<file path="src/sv/rlpl_pkg.sv">
// ----------------------------------------------------------------------------
// rlpl_pkg
// shared types and codes of the route lookup core
// ----------------------------------------------------------------------------
package rlpl_pkg;

  localparam int ACTION_W = 2;
  localparam int ADDR_W   = 32;
  localparam int METRIC_W = 31;
  localparam int INTF_W   = 8;
  localparam int STATUS_W = 2;
  localparam int HIT_W    = 6;

  localparam logic [ACTION_W-1:0] ACT_CLEAR  = 2'd0;
  localparam logic [ACTION_W-1:0] ACT_INSERT = 2'd1;
  localparam logic [ACTION_W-1:0] ACT_LOOKUP = 2'd2;

  localparam logic [STATUS_W-1:0] STAT_OK   = 2'd0;
  localparam logic [STATUS_W-1:0] STAT_MISS = 2'd1;
  localparam logic [STATUS_W-1:0] STAT_FULL = 2'd2;

  typedef struct packed {
    logic [ADDR_W-1:0]   dst;
    logic [ADDR_W-1:0]   mask;
    logic [ADDR_W-1:0]   gateway;
    logic [METRIC_W-1:0] metric;
    logic [INTF_W-1:0]   intf;
  } route_t;

  // search token walking down the cell row
  typedef struct packed {
    logic              live;
    logic [ADDR_W-1:0] addr;
    logic              have;
    route_t            best;
  } token_t;

endpackage

</file>
<file path="src/sv/rlpl_cell.sv">
// ----------------------------------------------------------------------------
// rlpl_cell
// one route slot; compares the passing token and forwards the better route
// ----------------------------------------------------------------------------
module rlpl_cell #(
  parameter int CELL_ID = 0,
  parameter int IW      = 6,
  parameter int CW      = 7
) (
  input  logic                clk,
  input  logic                rst,
  input  logic                wr_en,
  input  rlpl_pkg::route_t    wr_route,
  input  logic [CW-1:0]       count,
  input  rlpl_pkg::token_t    tok_in,
  input  logic [IW-1:0]       idx_in,
  output rlpl_pkg::token_t    tok_out,
  output logic [IW-1:0]       idx_out
);

  rlpl_pkg::route_t route;
  rlpl_pkg::token_t tok_next;
  logic [IW-1:0]    idx_next;
  logic             active;
  logic             match;
  logic             better;
  logic             take;

  always_ff @(posedge clk) begin
    if (wr_en) begin
      route <= wr_route;
    end
  end

  always_comb begin
    active   = CW'(CELL_ID) < count;
    match    = ((route.dst ^ tok_in.addr) & route.mask) == '0;
    better   = !tok_in.have || (route.mask > tok_in.best.mask) ||
               ((route.mask == tok_in.best.mask) && (route.metric < tok_in.best.metric));
    take     = tok_in.live && active && match && better;
    tok_next = tok_in;
    idx_next = idx_in;
    if (take) begin
      tok_next.have = 1'b1;
      tok_next.best = route;
      idx_next      = IW'(CELL_ID);
    end
  end

  always_ff @(posedge clk) begin
    if (rst) begin
      tok_out.live <= 1'b0;
    end else begin
      tok_out.live <= tok_next.live;
    end
    tok_out.addr <= tok_next.addr;
    tok_out.have <= tok_next.have;
    tok_out.best <= tok_next.best;
    idx_out      <= idx_next;
  end

endmodule

</file>
<file path="config.mk">
export PLATFORM = sky130hd
export DESIGN_NAME = rlpl_cell
export DESIGN_NICKNAME = d
export VERILOG_FILES = /design/src/sv/rlpl_pkg.sv /design/src/sv/rlpl_cell.sv
export SDC_FILE = /design/constraint.sdc
export NUM_CORES = 1
export LEC_CHECK = 0
export ABC_CLOCK_PERIOD_IN_PS = 3000
export BUFFER_PORTS_ARGS = -buffer_cell sky130_fd_sc_hd__buf_2
export CORE_AREA = 3 3 189 191
export DETAILED_ROUTE_END_ITERATION = 10
export DIE_AREA = 0 0 192 194
export HOLD_SLACK_MARGIN = 0.05
export PLACE_DENSITY_LB_ADDON = 0.25
export SLEW_MARGIN = 0
export SYNTH_ARGS = -nofsm -noshare
export SYNTH_HDL_FRONTEND = slang
export SYNTH_SLANG_ARGS = --single-unit
</file>
<file path="constraint.sdc">
create_clock -name clk -period 3 [get_ports clk]
set_clock_uncertainty 0.05 [all_clocks]
set_input_delay 0.9 -clock clk [delete_from_list [all_inputs] [get_ports clk]]
set_output_delay 0.9 -clock clk [all_outputs]
set_load 0.02 [all_outputs]
</file>
Word-level counts from Yosys, hierarchy flattened
Cells that the tools add are included.
{"block": "word_totals", "ff_bits": 310, "input_bits": 320, "output_inout_bits": 175, "word_cells": 29}
{"block": "op_classes", "n_lt_le_gt_ge": 3, "eq_ne": 1, "n_mux": 1, "n_bitwise": 2, "reduce_logical": 8}
{"op": "$mux 135", "count": 1}
{"op": "$and 32x32->32", "count": 1}
{"op": "$eq 32x32->1", "count": 1}
{"op": "$gt 32x32->1", "count": 1}
{"op": "$logic_not 32->1", "count": 1}
{"op": "$xor 32x32->32", "count": 1}
{"op": "$lt 31x31->1", "count": 1}
{"op": "$lt 1x7->1 const A", "count": 1}
{"op": "$logic_and 1x1->1", "count": 4}
{"op": "$logic_or 1x1->1", "count": 2}
{"op": "$logic_not 1->1", "count": 1}

Longest topological paths before layout
{"block": "depth", "depth_word": 6, "mapped_depth": 11, "depth_no_buf": 9}

Worst setup path before layout
No wires, ideal clock.
{"block": "synth_path", "kind": "input port to flip-flop", "start": "input tok_in[85] in the netlist's numbering", "end": "register tok_out[100] in the netlist's numbering", "setup_ns": 0.121, "arrival_ns": 3.107, "required_ns": 2.829, "path_slack_ns": -0.279, "cell_stages": 10, "n_path_buf": 2, "path_cell_list": "inv_1 > ha_1 > nand4_1 > or4_1 > nor2_2 > o2111ai_1 > a31oi_2 > buf_6 > buf_6 > mux2_4"}
{"item": "start, declared", "line": "rlpl_cell.sv:15", "source": "input rlpl_pkg::token_t tok_in,"}
{"item": "end, declared", "line": "rlpl_cell.sv:17", "source": "output rlpl_pkg::token_t tok_out,"}

==> flow_summary_export.csv <==
group,metric,value,unit
grt,grt_pass1_vias,8637,
die,num_io_pins,495,
grt,met1_usage,20.4,%
grt,grt_overflow_total,0,
placed_design,dpl_cell_area,0.0153,mm2
logic_synthesis,ys.flop_type,"dfxtp_1",
placed_design,place.gp.congestion,0.796,
sta,worstMarginPinSlew,0.523,ns
worst_hold_path,min_path_type,"reg2reg",
sta,timing.final.ws_setup,-0.0961,ns
die,dieArea,0.0372,mm2
route,drc,0,
finish,fillers,3111,
grt,grt_usage,18.3,%
clock_tree,cts.clk_slew.worst_paths,0.06,ns
logic_synthesis,async_reset_ff_share,0,%
clock_tree,cts_buffer_depth,3,
power,power_leakage,7.87,nW
worst_setup_path,critPathKind,"in2reg",
route,dr.first_iter.drc_count,203,
clock_tree,clock_latency,0.53,ns
worst_setup_path,worst-endpoint-required,3.36,ns
power,p_total,10.3,mW
die,die_w,192,um
clock_tree,clockRootBuffer,"clkbuf_16",
route,postRouteAntennaNets,0,
die,die_height,194,um
logic_synthesis,yosys-top-cells-area,"edfxtp_1, dfxtp_1, mux2_4",
die,start_util,33.9,%
sta,min_period_over_period,103,%
power,power.density,604,mW/mm2
route,drt-vias-per-instance,4.40,
sta,fmax,323,MHz
worst_setup_path,cp-end-kind,"register",
worst_setup_path,crit_arrival,3.46,ns
finish,areaGrowthSynthToFinish,47.0,%
placed_design,place_hpwl,27800,um
run_status,violations,"setup timing",
sta,finalHoldViolCount,0,
grt,grtUsageMet2,32.8,%
placed_design,io_buffers,494,
power,vdd_drop_max,0.000486,V
placed_design,placed_cells,1749,
finish,multi_input_area,0.00403,mm2
finish,fin_util,49.8,%
logic_synthesis,synth_top_cell_by_area,"edfxtp_1",
finish,final-seq-area,0.00756,mm2
worst_setup_path,crit_fanout,8,
logic_synthesis,synth_cells,746,
grt,grt_max_degree,41,
die,rows,68,
sta,slew_viol_final,0,
logic_synthesis,synth-edff-count,135,
finish,finalNonFillerCells,1833,
sta,finalHoldWorstSlack,0.420,ns
logic_synthesis,syn_area_per_cell,15.6,um2
logic_synthesis,yosysWarningCount,0,
run_status,status,"complete, but fails checks",
finish,layout.nets,1731,
grt,use_met3,6.47,%
route,vias,8074,
sta,tns,-6.99,ns
sta,period_minus_slack,3.10,ns
logic_synthesis,synth_fp_nets,1128,
logic_synthesis,ys_ff_latch,310,
clock_tree,cts_made_buffers,36,
worst_setup_path,worst_setup_path_start_kind,"primary input",
clock_tree,cts_tree,"done",
finish,final_common_cell,"buf_2",
sta,rsz0062_at_grt,"true",
finish,postLayoutCellArea,0.0171,mm2
finish,layout_common_cells,"buf_2, dfxtp_1, edfxtp_1",
logic_synthesis,yosys.cell_types.count,37,
sta,setup_viol,131,
clock_tree,cts.htree.levels,2,
logic_synthesis,synth_top_area_share,34.9,%
clock_tree,cts_num_sinks,310,
route,drtPass1Iterations,4,
logic_synthesis,ys_seq_area_share,65.1,%
die,fp.coreArea,0.0343,mm2
grt,grt_pass1_wl,50800,um
placed_design,dp_slack,-0.866,ns
sta,slew_headroom,65.0,%
route,routedWlPerCell,19.6,um
grt,busiest_layer,"met2",
grt,antenna_found_initial,9,
finish,drive_above_1_share,58.8,%
run,drv_cap,0,
logic_synthesis,synth_area,0.0116,mm2
route,drt_wl_total,35900,um
-- cells in the mapped netlist (all sizes together) (2+ instances only) --
master,number
mux2,135
nand2,11
nor2,5
ha,62
or4,3
nor2b,8
o211ai,2
nor4,2
o21ai,8
nand2b,4
a21oi,24
nand4,19
and3,2
a31oi,2
xor2,32
a21o,7
dfxtp,175
buf,15
a221oi,2
a211oi,2
edfxtp,135
a22oi,14
inv,64
nand3,4
-- kinds of logic after synthesis --
logic type / share of synthesized area [%]
flip-flops: 65.1
XOR/XNOR: 2.41
AND/OR/NAND/NOR: 2.83
adder cells (fa/ha/maj): 6.68
multiplexers: 15.8
buffers and inverters: 3.25
AO/OA/AOI/OAI: 3.90
-- registers in the layout, summed over array words and instances, names as in the netlist --
register,cells
route,135
tok_out,169
idx_out,6
-- layer usage --
layer / routed length [um] / vias to the layer above
met5: 59 / -
met4: 753 / 10
met3: 3320 / 52
met2: 18300 / 332
met1: 13500 / 3754
li1: - / 3926
-- critical path, stage by stage --
cell and delay (ns):
buf_2 0.10, inv_2 0.03, ha_1 0.28, nand4_1 0.16, or4_4 0.57, o221ai_2 0.20, o22ai_1 0.10, nor2_1 0.18
a31oi_4 0.13, buf_12 0.15, buf_16 0.15, clkbuf_16 0.18, mux2_4 0.30
-- cell type report --
class                           count  area share [%]
Antenna cell                        3          0.0440
Timing Repair Buffer              580            20.5
Clock buffer                       49            5.75
Tap cell                          455            3.34
Sequential cell                   310            44.3
Inverter                           64            1.54
Multi-Input combinational cell    357            23.6
Clock inverter                     15           0.975
-- where the power goes --
group	switching [mW]	internal, mW
registers	0.126	4.70
clock network	1.72	2.57
logic	0.615	0.585
total	2.46	7.85
-- worst paths after layout --
path | startpoint | endpoint | slack, ns | cells past startpoint
worst max-delay path | tok_in[92] | tok_out[44] | -0.1 | 13
worst min-delay path | route[7] | tok_out[7] | 0.42 | 1
worst max register to register | route[98] | tok_out[44] | -0.07 | 11
worst min register to register | route[7] | tok_out[7] | 0.42 | 1
-- what timing repair did --
action,in CTS,in global routing
gates resized for setup,41,20
hold buffers,0,0
pin swaps,13,12
gates cloned,2,6
buffers inserted,7,3
setup endpoints to repair,135,132
Note: power is estimated with default switching activity, not from simulation.
